$ cat config.mk
export PLATFORM = sky130hd
export DESIGN_NAME = sexpr_tokenizer
export DESIGN_NICKNAME = d
export VERILOG_FILES = /design/src/hw/rtl/sxt_pkg.sv /design/src/hw/rtl/sxt_lexer.sv /design/src/hw/rtl/sexpr_tokenizer.sv
export SDC_FILE = /design/constraint.sdc
export NUM_CORES = 1
export LEC_CHECK = 0
export ABC_AREA = 1
export BUFFER_PORTS_ARGS = -buffer_cell sky130_fd_sc_hd__buf_2
export CELL_PAD_IN_SITES_DETAIL_PLACEMENT = 0
export CELL_PAD_IN_SITES_GLOBAL_PLACEMENT = 1
export CORE_ASPECT_RATIO = 0.75
export CORE_MARGIN = 3
export CORE_UTILIZATION = 35
export CTS_BUF_LIST = sky130_fd_sc_hd__clkbuf_4
export DETAILED_ROUTE_END_ITERATION = 6
export GPL_ROUTABILITY_DRIVEN = 1
export GPL_TIMING_DRIVEN = 0
export PLACE_DENSITY_LB_ADDON = 0.2
export SLEW_MARGIN = 20
export SYNTH_ARGS = -nofsm -noshare
export SYNTH_HDL_FRONTEND = slang
export SYNTH_HIERARCHICAL = 1
export SYNTH_SLANG_ARGS = --single-unit
$ cat constraint.sdc
create_clock -name clock -period 4.5 [get_ports clock]
set_input_delay 0 -clock clock [delete_from_list [all_inputs] [get_ports clock]]
set_output_delay 0 -clock clock [all_outputs]
set_load 0.01 [all_outputs]
$ cat src/hw/rtl/sxt_pkg.sv
// Shared types and constants of the S-expression tokenizer.
`default_nettype none

package sxt_pkg;

   // Lexer modes; codes 5 to 7 never arise and are handled as start.
   typedef enum logic [2:0] {
      MODE_START   = 3'd0,
      MODE_INTEGER = 3'd1,
      MODE_DECIMAL = 3'd2,
      MODE_STRING  = 3'd3,
      MODE_IDENT   = 3'd4
   } lex_mode_type;

   // Token kinds.
   localparam logic [2:0] KIND_EOF    = 3'd0;
   localparam logic [2:0] KIND_LPAREN = 3'd1;
   localparam logic [2:0] KIND_RPAREN = 3'd2;
   localparam logic [2:0] KIND_STRING = 3'd3;
   localparam logic [2:0] KIND_NUMBER = 3'd4;
   localparam logic [2:0] KIND_IDENT  = 3'd5;

   // Error codes.
   localparam logic [3:0] ERR_NONE        = 4'd0;
   localparam logic [3:0] ERR_BAD_START   = 4'd1;
   localparam logic [3:0] ERR_BAD_INTEGER = 4'd2;
   localparam logic [3:0] ERR_BAD_DECIMAL = 4'd3;
   localparam logic [3:0] ERR_BAD_IDENT   = 4'd4;
   localparam logic [3:0] ERR_EOF_INTEGER = 4'd5;
   localparam logic [3:0] ERR_EOF_DECIMAL = 4'd6;
   localparam logic [3:0] ERR_EOF_STRING  = 4'd7;
   localparam logic [3:0] ERR_EOF_IDENT   = 4'd8;

   // Result queue geometry.
   localparam int ResultDepth = 4;
   localparam int ResultPtrW  = $clog2(ResultDepth);
   localparam int ResultCntW  = $clog2(ResultDepth + 1);

   typedef struct packed {
      logic [7:0] in_byte;
      logic       end_of_input;
   } req_item_type;

   typedef struct packed {
      logic [2:0] token_kind;
      logic [7:0] data_byte;
      logic       byte_valid;
      logic       token_end;
      logic [3:0] error_code;
      logic       last;
   } rsp_item_type;

   // What one input item produces: zero, one or two result items.
   typedef struct packed {
      logic [1:0]   count;
      rsp_item_type first;
      rsp_item_type second;
   } lex_result_type;

endpackage

`default_nettype wire

$ cat src/hw/rtl/sxt_lexer.sv
// Combinational lexer step: next mode and result items for one character.
`default_nettype none

module sxt_lexer (
   input  sxt_pkg::lex_mode_type   mode,
   input  sxt_pkg::req_item_type   item,
   output sxt_pkg::lex_mode_type   next_mode,
   output sxt_pkg::lex_result_type result
);

   function automatic logic is_digit(input logic [7:0] c);
      return (c >= "0") && (c <= "9");
   endfunction

   function automatic logic is_alpha(input logic [7:0] c);
      return ((c >= "A") && (c <= "Z")) || ((c >= "a") && (c <= "z"));
   endfunction

   function automatic logic is_space(input logic [7:0] c);
      return (c == " ") || ((c >= 8'd9) && (c <= 8'd13));
   endfunction

   function automatic logic is_delim(input logic [7:0] c);
      return (c == "(") || (c == ")") || is_space(c);
   endfunction

   function automatic sxt_pkg::rsp_item_type make_rsp(
      input logic [2:0] kind,
      input logic [7:0] data,
      input logic       valid,
      input logic       done,
      input logic [3:0] err
   );
      sxt_pkg::rsp_item_type r;
      r.token_kind = kind;
      r.data_byte  = valid ? data : 8'd0;
      r.byte_valid = valid;
      r.token_end  = done;
      r.error_code = err;
      r.last       = 1'b0;
      return r;
   endfunction

   // Mode reached by a character handled in start mode.
   function automatic sxt_pkg::lex_mode_type start_mode(
      input logic [7:0] c,
      input logic       eoi
   );
      sxt_pkg::lex_mode_type m;
      priority if (eoi) begin
         m = sxt_pkg::MODE_START;
      end else if (is_digit(c)) begin
         m = sxt_pkg::MODE_INTEGER;
      end else if ((c == "_") || is_alpha(c)) begin
         m = sxt_pkg::MODE_IDENT;
      end else if (c == "\"") begin
         m = sxt_pkg::MODE_STRING;
      end else begin
         m = sxt_pkg::MODE_START;
      end
      return m;
   endfunction

   // Whether a character handled in start mode produces a result item.
   function automatic logic start_has(input logic [7:0] c, input logic eoi);
      return eoi || !((c == "\"") || is_space(c));
   endfunction

   function automatic sxt_pkg::rsp_item_type start_rsp(
      input logic [7:0] c,
      input logic       eoi
   );
      sxt_pkg::rsp_item_type r;
      priority if (eoi) begin
         r = make_rsp(sxt_pkg::KIND_EOF, 8'd0, 1'b0, 1'b1, sxt_pkg::ERR_NONE);
      end else if (is_digit(c)) begin
         r = make_rsp(sxt_pkg::KIND_NUMBER, c, 1'b1, 1'b0, sxt_pkg::ERR_NONE);
      end else if ((c == "_") || is_alpha(c)) begin
         r = make_rsp(sxt_pkg::KIND_IDENT, c, 1'b1, 1'b0, sxt_pkg::ERR_NONE);
      end else if (c == "(") begin
         r = make_rsp(sxt_pkg::KIND_LPAREN, c, 1'b1, 1'b1, sxt_pkg::ERR_NONE);
      end else if (c == ")") begin
         r = make_rsp(sxt_pkg::KIND_RPAREN, c, 1'b1, 1'b1, sxt_pkg::ERR_NONE);
      end else begin
         r = make_rsp(sxt_pkg::KIND_EOF, 8'd0, 1'b0, 1'b0, sxt_pkg::ERR_BAD_START);
      end
      return r;
   endfunction

   logic [7:0] c;
   logic       eoi;
   logic       dec;

   assign c   = item.in_byte;
   assign eoi = item.end_of_input;
   assign dec = (mode == sxt_pkg::MODE_DECIMAL);

   // Next mode.
   always_comb begin
      unique case (mode)
         sxt_pkg::MODE_INTEGER, sxt_pkg::MODE_DECIMAL: begin
            priority if (eoi) begin
               next_mode = sxt_pkg::MODE_START;
            end else if (is_digit(c)) begin
               next_mode = mode;
            end else if (!dec && (c == ".")) begin
               next_mode = sxt_pkg::MODE_DECIMAL;
            end else if (is_delim(c)) begin
               next_mode = start_mode(c, 1'b0);
            end else begin
               next_mode = sxt_pkg::MODE_START;
            end
         end
         sxt_pkg::MODE_STRING: begin
            if (eoi || (c == "\"")) begin
               next_mode = sxt_pkg::MODE_START;
            end else begin
               next_mode = sxt_pkg::MODE_STRING;
            end
         end
         sxt_pkg::MODE_IDENT: begin
            priority if (eoi) begin
               next_mode = sxt_pkg::MODE_START;
            end else if (is_alpha(c) || is_digit(c)) begin
               next_mode = sxt_pkg::MODE_IDENT;
            end else if (is_delim(c)) begin
               next_mode = start_mode(c, 1'b0);
            end else begin
               next_mode = sxt_pkg::MODE_START;
            end
         end
         default: begin
            next_mode = start_mode(c, eoi);
         end
      endcase
   end

   // Result items.
   always_comb begin
      result = '0;
      unique case (mode)
         sxt_pkg::MODE_INTEGER, sxt_pkg::MODE_DECIMAL: begin
            priority if (eoi) begin
               result.count = 2'd1;
               result.first = make_rsp(sxt_pkg::KIND_NUMBER, 8'd0, 1'b0, 1'b0,
                  dec ? sxt_pkg::ERR_EOF_DECIMAL : sxt_pkg::ERR_EOF_INTEGER);
            end else if (is_digit(c) || (!dec && (c == "."))) begin
               result.count = 2'd1;
               result.first = make_rsp(sxt_pkg::KIND_NUMBER, c, 1'b1, 1'b0,
                  sxt_pkg::ERR_NONE);
            end else if (is_delim(c)) begin
               result.first = make_rsp(sxt_pkg::KIND_NUMBER, 8'd0, 1'b0, 1'b1,
                  sxt_pkg::ERR_NONE);
               result.second = start_rsp(c, 1'b0);
               result.count  = start_has(c, 1'b0) ? 2'd2 : 2'd1;
            end else begin
               result.count = 2'd1;
               result.first = make_rsp(sxt_pkg::KIND_NUMBER, 8'd0, 1'b0, 1'b0,
                  dec ? sxt_pkg::ERR_BAD_DECIMAL : sxt_pkg::ERR_BAD_INTEGER);
            end
         end
         sxt_pkg::MODE_STRING: begin
            result.count = 2'd1;
            priority if (eoi) begin
               result.first = make_rsp(sxt_pkg::KIND_STRING, 8'd0, 1'b0, 1'b0,
                  sxt_pkg::ERR_EOF_STRING);
            end else if (c == "\"") begin
               result.first = make_rsp(sxt_pkg::KIND_STRING, 8'd0, 1'b0, 1'b1,
                  sxt_pkg::ERR_NONE);
            end else begin
               result.first = make_rsp(sxt_pkg::KIND_STRING, c, 1'b1, 1'b0,
                  sxt_pkg::ERR_NONE);
            end
         end
         sxt_pkg::MODE_IDENT: begin
            priority if (eoi) begin
               result.count = 2'd1;
               result.first = make_rsp(sxt_pkg::KIND_IDENT, 8'd0, 1'b0, 1'b0,
                  sxt_pkg::ERR_EOF_IDENT);
            end else if (is_alpha(c) || is_digit(c)) begin
               result.count = 2'd1;
               result.first = make_rsp(sxt_pkg::KIND_IDENT, c, 1'b1, 1'b0,
                  sxt_pkg::ERR_NONE);
            end else if (is_delim(c)) begin
               result.first = make_rsp(sxt_pkg::KIND_IDENT, 8'd0, 1'b0, 1'b1,
                  sxt_pkg::ERR_NONE);
               result.second = start_rsp(c, 1'b0);
               result.count  = start_has(c, 1'b0) ? 2'd2 : 2'd1;
            end else begin
               result.count = 2'd1;
               result.first = make_rsp(sxt_pkg::KIND_IDENT, 8'd0, 1'b0, 1'b0,
                  sxt_pkg::ERR_BAD_IDENT);
            end
         end
         default: begin
            result.first = start_rsp(c, eoi);
            result.count = start_has(c, eoi) ? 2'd1 : 2'd0;
         end
      endcase
      // Mark the final result item of this character.
      if (result.count == 2'd2) begin
         result.second.last = 1'b1;
      end else begin
         result.first.last = 1'b1;
      end
   end

endmodule

`default_nettype wire

$ cat src/hw/rtl/sexpr_tokenizer.sv
// Top level of the streaming S-expression tokenizer.
// Each accepted item is held in the input register and lexed combinationally; its result
// items are written into the result queue, from which they are offered one at a time.
// Throughput: one input item per cycle while the result queue has room for two result items.
// The lexer mode register closes the only loop, so each character is lexed combinationally.
// Synchronous active-high reset empties the input register and result queue, mode to start.
`default_nettype none

module sexpr_tokenizer (
   input  logic                  clock,
   input  logic                  reset,
   input  logic                  req_valid,
   output logic                  req_stall,
   input  sxt_pkg::req_item_type req_item,
   output logic                  rsp_valid,
   input  logic                  rsp_stall,
   output sxt_pkg::rsp_item_type rsp_item
);

   localparam int Depth = sxt_pkg::ResultDepth;
   localparam int PtrW  = sxt_pkg::ResultPtrW;
   localparam int CntW  = sxt_pkg::ResultCntW;

   // Input register: holds one character until the lexer has taken it.
   logic                  in_valid_ff, in_valid_in;
   sxt_pkg::req_item_type in_item_ff;

   // Lexer mode, the only state carried from one character to the next.
   sxt_pkg::lex_mode_type mode_ff, mode_in;

   // Result queue. The lexer writes up to two items in a cycle, and the
   // output side takes one item per cycle unless the receiver stalls.
   sxt_pkg::rsp_item_type queue_ff [Depth];
   logic [PtrW-1:0]       wr_ptr_ff, wr_ptr_in;
   logic [PtrW-1:0]       rd_ptr_ff, rd_ptr_in;
   logic [CntW-1:0]       count_ff, count_in;

   sxt_pkg::lex_result_type lex_result;
   sxt_pkg::lex_mode_type   lex_next_mode;

   logic            room;
   logic            advance;
   logic            req_accept;
   logic            pop;
   logic [1:0]      push_n;

   sxt_lexer u_lexer (
      .mode      (mode_ff),
      .item      (in_item_ff),
      .next_mode (lex_next_mode),
      .result    (lex_result)
   );

   // The lexer consumes the held character only when the queue can take
   // the worst case of two result items, so nothing is ever dropped.
   assign room       = (count_ff <= CntW'(Depth - 2));
   assign advance    = in_valid_ff && room;
   assign req_stall  = in_valid_ff && !room;
   assign req_accept = req_valid && !req_stall;

   assign rsp_valid = (count_ff != '0);
   assign rsp_item  = queue_ff[rd_ptr_ff];
   assign pop       = rsp_valid && !rsp_stall;
   assign push_n    = advance ? lex_result.count : 2'd0;

   // Next values of the control registers.
   always_comb begin
      if (req_accept) begin
         in_valid_in = 1'b1;
      end else if (advance) begin
         in_valid_in = 1'b0;
      end else begin
         in_valid_in = in_valid_ff;
      end
      mode_in   = advance ? lex_next_mode : mode_ff;
      wr_ptr_in = wr_ptr_ff + PtrW'(push_n);
      rd_ptr_in = rd_ptr_ff + PtrW'(pop);
      count_in  = count_ff + CntW'(push_n) - CntW'(pop);
   end

   always_ff @(posedge clock) begin
      if (reset) begin
         in_valid_ff <= 1'b0;
         mode_ff     <= sxt_pkg::MODE_START;
         wr_ptr_ff   <= '0;
         rd_ptr_ff   <= '0;
         count_ff    <= '0;
      end else begin
         in_valid_ff <= in_valid_in;
         mode_ff     <= mode_in;
         wr_ptr_ff   <= wr_ptr_in;
         rd_ptr_ff   <= rd_ptr_in;
         count_ff    <= count_in;
      end
   end

   // Payload registers carry no reset; their valid flags guard them.
   always_ff @(posedge clock) begin
      if (req_accept) begin
         in_item_ff <= req_item;
      end
      if (push_n != 2'd0) begin
         queue_ff[wr_ptr_ff] <= lex_result.first;
      end
      if (push_n == 2'd2) begin
         queue_ff[wr_ptr_ff + PtrW'(1)] <= lex_result.second;
      end
   end

endmodule

`default_nettype wire

==> key figures, run 1 <==
Status
  – Status: complete, no violations

Synth
  – Most instantiated cells after synthesis: nand2_1 (120), nand3_1 (88), nor2_1 (87), edfxtp_1 (81), o21bai_1 (73)
  – Top-count cell post-synth: nand2_1
  – Gate Count Post-Synth: ~700
  – Sequential area share after synthesis: 0.4570
  – Largest area contributor in the netlist: edfxtp_1
  – Syn. warnings: 6
  – Synthesized flop and latch total: a little over 90
  – Synth top area cells: edfxtp_1 (42%), o21bai_1 (9.4%), nand2_1 (7.8%), nand3_1 (7.6%), nor2_1 (5.6%)
  – Primary FF master, synth: edfxtp_1
  – Top cell type's share of synthesized area: 0.4191
  – Post-synth EDFFs: 81
  – Count of cell types in the netlist: 34
  – Async SR Flop Fraction: 0
  – Mean post-synth cell area: roughly 8.3 sq um
  – Syn Std Cell Area: a little under 6000 sq um

Place
  – Placed Instances: 948
  – Dpl hpwl: between 10 and 15 mm
  – IO Port Bufs: 32
  – GPL Wtd Cong: between 0.8 and 0.9
  – Place WS: 1.338 ns

Timing
  – Final setup fails: 0
  – Worst slew pin tran: ~0.8 ns
  – Final Max Slew Viols: 0
  – RSZ-0062 raised after global routing: false
  – Tmin final: ~3.2 ns
  – Max Fclk: approximately 0.32 GHz
  – Clock skew: ~0.023 ns
  – Slew HR: 0.4583
  – Final hold slack: 0.2207 ns
  – Fin crit share: 0.7050
  – Final hold violation count: 0
  – Setup TNS: 0 ns
  – Setup ws final: 1.327 ns

Power
  – Final total power: 2631 uW
  – Int Pwr: roughly 1600 uW
  – Sw Ratio: 0.4066
  – Leak: roughly 0.0028 uW
  – Part of the power in registers: 0.411
  – VDD IR max: 0.1470 mV
  – Net Sw Power: between 1000 and 1500 uW
  – Combinational power share: 0.411
  – Pwr Density: 400.0 nW/um^2
  – Clock Power Share: 0.178

Clocking
  – Worst skew pair latency: 0.49 ns
  – Clk buf depth: 2
  – CTS tree: built
  – Hold Buf Count CTS: 13
  – CTS buffer count: 9
  – Postcts setup bufs: 0
  – Worst-path clk slew: ~0.14 ns
  – H-tree depth: 3
  – Clock sink total: 92
  – Root buf cell: clkbuf_4
  – Gates resized, CTS repair: 0

Global route
  – Initial antenna violation count: 0
  – All-Layer GR Usage: 0.2002
  – First-pass GRT wire length: about 28 mm
  – Vias in the first global route: just under 5k
  – Grt ovf: 0
  – Largest net degree at the start of global routing: 19

Hold path
  – Worst min path class: primary input to register
  – Worst Hold End: in_item_ff[0]
  – Hold Crit Depth: 2
  – Hold path start: req_item[0]

Setup path
  – RR Endpoint: count_ff[2]
  – Endpoint class of the critical path: register
  – Critical Path AT: between 3 and 4 ns
  – Crit Path Category: register to register
  – R2R depth: 17
  – R2R Setup Slk: 1.33 ns
  – Req. time, crit path: ~4.9 ns
  – Worst-path maximum fanout: 6
  – Critical Path Start Type: register
  – Critical R2R Launch: in_item_ff[1]

Floorplanning
  – Rows: 40
  – Die X: approximately 150 um
  – Die height: between 100 and 150 um
  – Core Region: around 16000 sq um
  – Die area: between 15000 and 20000 sq um
  – Starting Density: 0.3602
  – I/O pins: 33

Detailed routing
  – Final WL: around 18 mm
  – Wire length per cell: between 15 and 20 um
  – # DRC: 0
  – Via count: about 5.2k
  – Vias/cell: between 5 and 6
  – First-pass DRT Iterations: 6
  – Drt initial violations: 490
  – Post-route ant nets: 0

Final layout
  – Fin nets: roughly 780
  – P&R area growth vs syn: 13.34%
  – Layout fillers: approximately 1.6k
  – Register area: between 2000 and 3000 sq um
  – Post-Layout Cell Count: roughly 980
  – # diodes: 0
  – Area of the multi-input gates: 2654 sq um
  – Layout cells sized above 1: 0.1253

Run
  – Max-cap violations: 0
[metal layers]
metal	global-route usage	vias to the layer above	wire (um)
met1	0.2976	2453	8684
met3	0.04300	33	1274
li1	-	2493	-
met5	0	-	0
met2	0.2887	208	7750
met4	0.06674	0	372
[cells by family after synthesis]
logic type,share of synthesized area
AOI/OAI and AO/OA,0.1875
and+or+nand+nor,0.2373
xor gates and xnor gates,0.004528
buffers and inverters,0.09873
adders and majority gates,0.01423
DFF,0.4570
other,0.0006461
[worst max-delay path by stage]
stage,startpoint,end,slack (ns),cells past startpoint
2_1_floorplan,in_item_ff[5],queue_ff[0][0],1.04,12
3_3_place_gp,in_item_ff[5],queue_ff[2][16],-0.47,12
3_5_place_dp,in_item_ff[1],count_ff[2],1.34,17
4_1_cts,in_item_ff[1],count_ff[2],1.31,17
5_1_grt,in_item_ff[2],count_ff[2],0.97,17
6_report,in_item_ff[1],count_ff[2],1.33,17
[layout make-up]
class / count / area share
repair buffers: 46 / 0.04641
well taps: 210 / 0.03994
inverters: 72 / 0.04108
flip-flops and latches: 92 / 0.4032
clock buffers: 9 / 0.01027
clock inverters: 6 / 0.009700
plain buffers: 46 / 0.04603
multi-input cells: 495 / 0.4034
[critical path: stages, from the launching register on]
cell and delay (ns):
edfxtp_1 0.52, nor2_2 0.26, a21oi_1 0.14, nand2_1 0.07
o21ai_0 0.12, o21ai_0 0.18, nand2_1 0.06, inv_1 0.16
inv_1 0.11, nor2_1 0.16, inv_1 0.06, ha_1 0.27
inv_1 0.04, ha_1 0.18, fa_1 0.38, xnor2_1 0.19
o21ai_0 0.10, a21oi_1 0.11
[registers in the layout, summed over array words and instances (netlist names)]
signal and flops:
count_ff 3, queue_ff 72, in_valid_ff 1, wr_ptr_ff 2
mode_ff 3, in_item_ff 9, rd_ptr_ff 2
[stage by stage]
stage          instance area (sq um)    util
2_1_floorplan                   5834       -
3_3_place_gp                    6257  0.3883
3_5_place_dp                    6317  0.3920
4_1_cts                         6579  0.4082
5_1_grt                         6579  0.4082
6_report                        6579  0.4082
[power groups by stage]
stage	sequential [uW]	clock [uW]	combinational, uW
4_1_cts	1080	480	1080
3_5_place_dp	1100	0	1070
6_report	1080	468	1080
5_1_grt	1090	512	1200
3_3_place_gp	1110	0	1030
2_1_floorplan	1090	0	684
[cell usage in the layout (no fill, tap or decap), types with 2 or more instances in the layout]
cell type and n:
clkbuf_1 18, inv_2 3, edfxtp_1 81, nor2_1 87, inv_6 2, conb_1 9
inv_1 64, xnor2_1 3, o21ai_0 50, a21oi_1 14, clkbuf_4 9, dfxtp_1 11
buf_6 11, o21ai_4 4, nand3_2 4, o211ai_1 2, nand4_1 3, buf_2 37
nand2_1 120, dlygate4sd3_1 13, o21bai_1 73, o22ai_1 19, ha_1 5, nand3_1 88
clkinv_1 7, buf_4 11, nor2_4 4
(Power assumes the default switching activity.)
==> inputs of run 2 (changes only) <==
ABC_AREA = 0   (was 1)
clock period = 3.1 ns   (was 4.5 ns; I/O delays follow)
==> key figures, run 2 <==
Clocking
  – Root buf cell: clkbuf_4 (unchanged)
  – Clock sink total: 92 (unchanged)
  – Clk buf depth: 2 (unchanged)
  – H-tree depth: 3 (unchanged)
  – Worst skew pair latency: 0.47 ns (was 0.49 ns)
  – Worst-path clk slew: 0.17 ns (was 0.14 ns)
  – CTS tree: built (unchanged)
  – CTS buffer count: 9 (unchanged)

Detailed routing
  – Post-route ant nets: 0 (unchanged)
  – First-pass DRT Iterations: 5 (was 6)
  – Wire length per cell: 20.15 um (was 18.53 um)
  – Via count: 3870 (was 5187)
  – Final WL: 14.63 mm (was 18.08 mm)
  – Drt initial violations: 273 (was 490)
  – Vias/cell: 5.331 (was 5.315)
  – # DRC: 0 (unchanged)

Setup path
  – Critical path, cell by cell: or3b_4 > nand4_4 > a41oi_4 > or3_1 > buf_6 > nor3b_4 > buf_6 > buf_6 > nor2_4 > or3_4 > a21oi_4 > buf_12 > clkbuf_16 (was nor2_2 > a21oi_1 > nand2_1 > o21ai_0 > o21ai_0 > nand2_1 > inv_1 > inv_1 > nor2_1 > inv_1 > ha_1 > inv_1 > ha_1 > fa_1 > xnor2_1 > o21ai_0 > a21oi_1)
  – Endpoint class of the critical path: register (unchanged)
  – Critical Path AT: 3.52 ns (was 3.60 ns)
  – Critical R2R Launch: mode_ff[1] (was in_item_ff[1])
  – Most used cell, CP: buf_6 (was inv_1)
  – CP max stage delay: 0.42 ns (was 0.52 ns)
  – Crit path max-delay cell type: or3b_4 (was edfxtp_1)
  – CP top delay family: simple AND/OR/NAND/NOR gates (was adder cells)
  – Worst-path maximum fanout: 5 (was 6)
  – RR Endpoint: queue_ff[0][5] (was count_ff[2])
  – Critical Path Start Type: register (unchanged)
  – CP Buf/Inv Count: 5 (was 4)
  – Req. time, crit path: 3.30 ns (was 4.92 ns)
  – Crit Path Category: register to register (unchanged)
  – R2R Setup Slk: -0.22 ns (was 1.33 ns)
  – R2R depth: 13 (was 17)

Power
  – Pwr Density: 500.3 nW/um^2 (was 400.0 nW/um^2)
  – VDD IR max: 0.3512 mV (was 0.1470 mV)
  – Leak: 0.002533 uW (was 0.002766 uW)
  – Final total power: 3428 uW (was 2631 uW)

Final layout
  – # diodes: 0 (unchanged)
  – Most common cell after layout, fill and taps aside: edfxtp_1 (was nand2_1)
  – Largest register FFs: 72 (unchanged)
  – Highest-count cells in the layout ignoring fill and taps: edfxtp_1 (81), mux2_2 (72), buf_2 (39) (was nand2_1 (120), nand3_1 (88), nor2_1 (87))
  – Largest reg by FF count: queue_ff (unchanged)
  – Post-Layout Cell Count: 726 (was 976)
  – P&R area growth vs syn: 27.68% (was 13.34%)
  – Biggest regs: queue_ff: 72 flops, in_item_ff: 9 flops (unchanged)
  – Register area: 2658 sq um (was 2653 sq um)
  – Area of the multi-input gates: 2694 sq um (was 2654 sq um)
  – Fin nets: 540 (was 781)
  – Layout cells sized above 1: 0.4658 (was 0.1253)
  – Design Area, Final: 6852 sq um (was 6579 sq um)
  – Layout fillers: 1373 (was 1613)

Timing
  – Final Max Slew Viols: 0 (unchanged)
  – Final hold slack: 0.07208 ns (was 0.2207 ns)
  – Worst slew pin tran: 0.9586 ns (was 0.8094 ns)
  – Clock skew: 0.02409 ns (was 0.02303 ns)
  – RSZ-0062 raised after global routing: true (was false)
  – Tmin final: 3.319 ns (was 3.173 ns)
  – Setup ws final: -0.2186 ns (was 1.327 ns)
  – Final setup fails: 109 (was 0)
  – Final hold violation count: 0 (unchanged)
  – Fin crit share: 1.071 (was 0.7050)
  – Max Fclk: 0.3013 GHz (was 0.3152 GHz)
  – Setup TNS: -13.45 ns (was 0 ns)
  – Slew HR: 0.3596 (was 0.4583)

Floorplanning
  – Die height: 113.2 um (was 117.5 um)
  – Rows: 38 (was 40)
  – Die X: 149.0 um (was 154.7 um)
  – Core Region: 14740 sq um (was 16120 sq um)
  – I/O pins: 33 (unchanged)
  – Die area: 16870 sq um (was 18180 sq um)
  – Starting Density: 0.3641 (was 0.3602)

Global route
  – Vias in the first global route: 3995 (was 4875)
  – Initial antenna violation count: 0 (unchanged)
  – All-Layer GR Usage: 0.1729 (was 0.2002)
  – Largest net degree at the start of global routing: 19 (unchanged)
  – First-pass GRT wire length: 22.14 mm (was 28.01 mm)
  – Grt ovf: 0 (unchanged)

Status
  – Status: finished with violations (was complete, no violations)
  – Failing checks: negative setup slack

Synth
  – Synthesized flop and latch total: 92 (unchanged)
  – Top-count cell post-synth: edfxtp_1 (was nand2_1)
  – Syn Std Cell Area: 5366 sq um (was 5804 sq um)
  – Count of cell types in the netlist: 64 (was 34)
  – Sequential area share after synthesis: 0.4943 (was 0.4570)
  – Post-synth EDFFs: 81 (unchanged)
  – Syn. warnings: 6 (unchanged)
  – Largest area contributor in the netlist: edfxtp_1 (unchanged)
  – Gate Count Post-Synth: 416 (was 697)
  – Most instantiated cells after synthesis: edfxtp_1 (81), mux2_2 (72), nand2_1 (25), mux4_2 (18), nor2_1 (18) (was nand2_1 (120), nand3_1 (88), nor2_1 (87), edfxtp_1 (81), o21bai_1 (73))
  – Synth top area cells: edfxtp_1 (45%), mux2_2 (15%), mux4_2 (7.6%), dfxtp_1 (4.1%), nand2_1 (1.7%) (was edfxtp_1 (42%), o21bai_1 (9.4%), nand2_1 (7.8%), nand3_1 (7.6%), nor2_1 (5.6%))
  – Top cell type's share of synthesized area: 0.4533 (was 0.4191)
  – Primary FF master, synth: edfxtp_1 (unchanged)
  – Mean post-synth cell area: 12.90 sq um (was 8.328 sq um)
  – Async SR Flop Fraction: 0 (unchanged)

Place
  – Dpl hpwl: 9.360 mm (was 12.80 mm)
  – Cell area after placement: 5934 sq um (was 6317 sq um)
  – IO Port Bufs: 32 (unchanged)
  – Placed Instances: 658 (was 948)
  – GPL Wtd Cong: 0.8377 (was 0.8532)

Hold path
  – Hold Crit Depth: 4 (was 2)
  – Hold path start: rsp_stall (was req_item[0])
  – Worst min path class: primary input to register (unchanged)
  – Worst Hold End: rd_ptr_ff[0] (was in_item_ff[0])

Run
  – Max-cap violations: 0 (unchanged)
[run 2: worst max-delay path by stage]
stage | startpoint | endpoint | slack [ns] | depth (start not counted)
6_report | mode_ff[1] | queue_ff[0][5] | -0.22 | 13
5_1_grt | in_item_ff[4] | queue_ff[0][0] | -0.33 | 13
4_1_cts | in_item_ff[5] | count_ff[2] | -0.29 | 15
3_5_place_dp | in_item_ff[5] | queue_ff[0][13] | -0.70 | 11
3_3_place_gp | in_item_ff[5] | queue_ff[3][14] | -1.18 | 8
2_1_floorplan | in_item_ff[8] | queue_ff[0][10] | -0.16 | 11
[run 2: worst reg2reg max path, stage by stage, from the launching register on]
cell       delay (ns)
dfxtp_4          0.41
or3b_4           0.42
nand4_4          0.13
a41oi_4          0.15
or3_1            0.39
buf_6            0.14
nor3b_4          0.29
buf_6            0.16
buf_6            0.10
nor2_4           0.03
or3_4            0.38
a21oi_4          0.15
buf_12           0.15
clkbuf_16        0.15
[run 2: layout make-up]
| cell class | instances | area share |
|---|---|---|
| multi-input cells | 285 | 0.3932 |
| plain buffers | 36 | 0.03853 |
| well taps | 200 | 0.03652 |
| flip-flops and latches | 92 | 0.3879 |
| clock buffers | 10 | 0.01096 |
| repair buffers | 87 | 0.1136 |
| inverters | 10 | 0.005478 |
| clock inverters | 6 | 0.01388 |
[run 2: power by group]
part | internal (uW) | leakage (uW) | switching (uW) | total [uW]
clock network | 344 | 0.0000851 | 459 | 803
logic | 534 | 0.00160 | 583 | 1120
registers | 1460 | 0.000844 | 52.8 | 1510
total | 2330 | 0.00253 | 1090 | 3430
[run 2: logic make-up (layout without fill, tap and decap cells)]
group                    count (synthesis)  count (layout)  synth area share
AND/OR/NAND/NOR                        120             120            0.1371
flip-flops                              92              92            0.4943
multiplexers                            90              90            0.2266
AO/OA/AOI/OAI                           55              55           0.07041
buffers and inverters                   47             149           0.04733
adder cells (fa/ha/maj)                  6               6           0.01539
XOR/XNOR                                 5               5          0.008162
other                                    1               9         0.0006988
[run 2: per-layer routing]
layer / wire length (um) / GRT usage
met5: 0 / 0
met4: 157 / 0.03171
met3: 696 / 0.04043
met2: 7020 / 0.2895
met1: 6757 / 0.2328
[run 2: what timing repair did]
item | 4_1_cts | 5_1_grt
gates cloned | 1 | 5
setup endpoints to repair | 146 | 146
endpoints found under the hold margin | 11 | 0
pin swaps | 11 | 11
hold buffers | 11 | 0
gates resized for setup | 38 | 21
setup buffers | 32 | 5
[run 2: per-stage QoR]
stage	utilization	setup slack, ns
6_report	0.4649	-0.2186
5_1_grt	0.4649	-0.3349
4_1_cts	0.4529	-0.2935
3_5_place_dp	0.4026	-0.7006
3_3_place_gp	0.4001	-1.184
2_1_floorplan	-	-0.1643
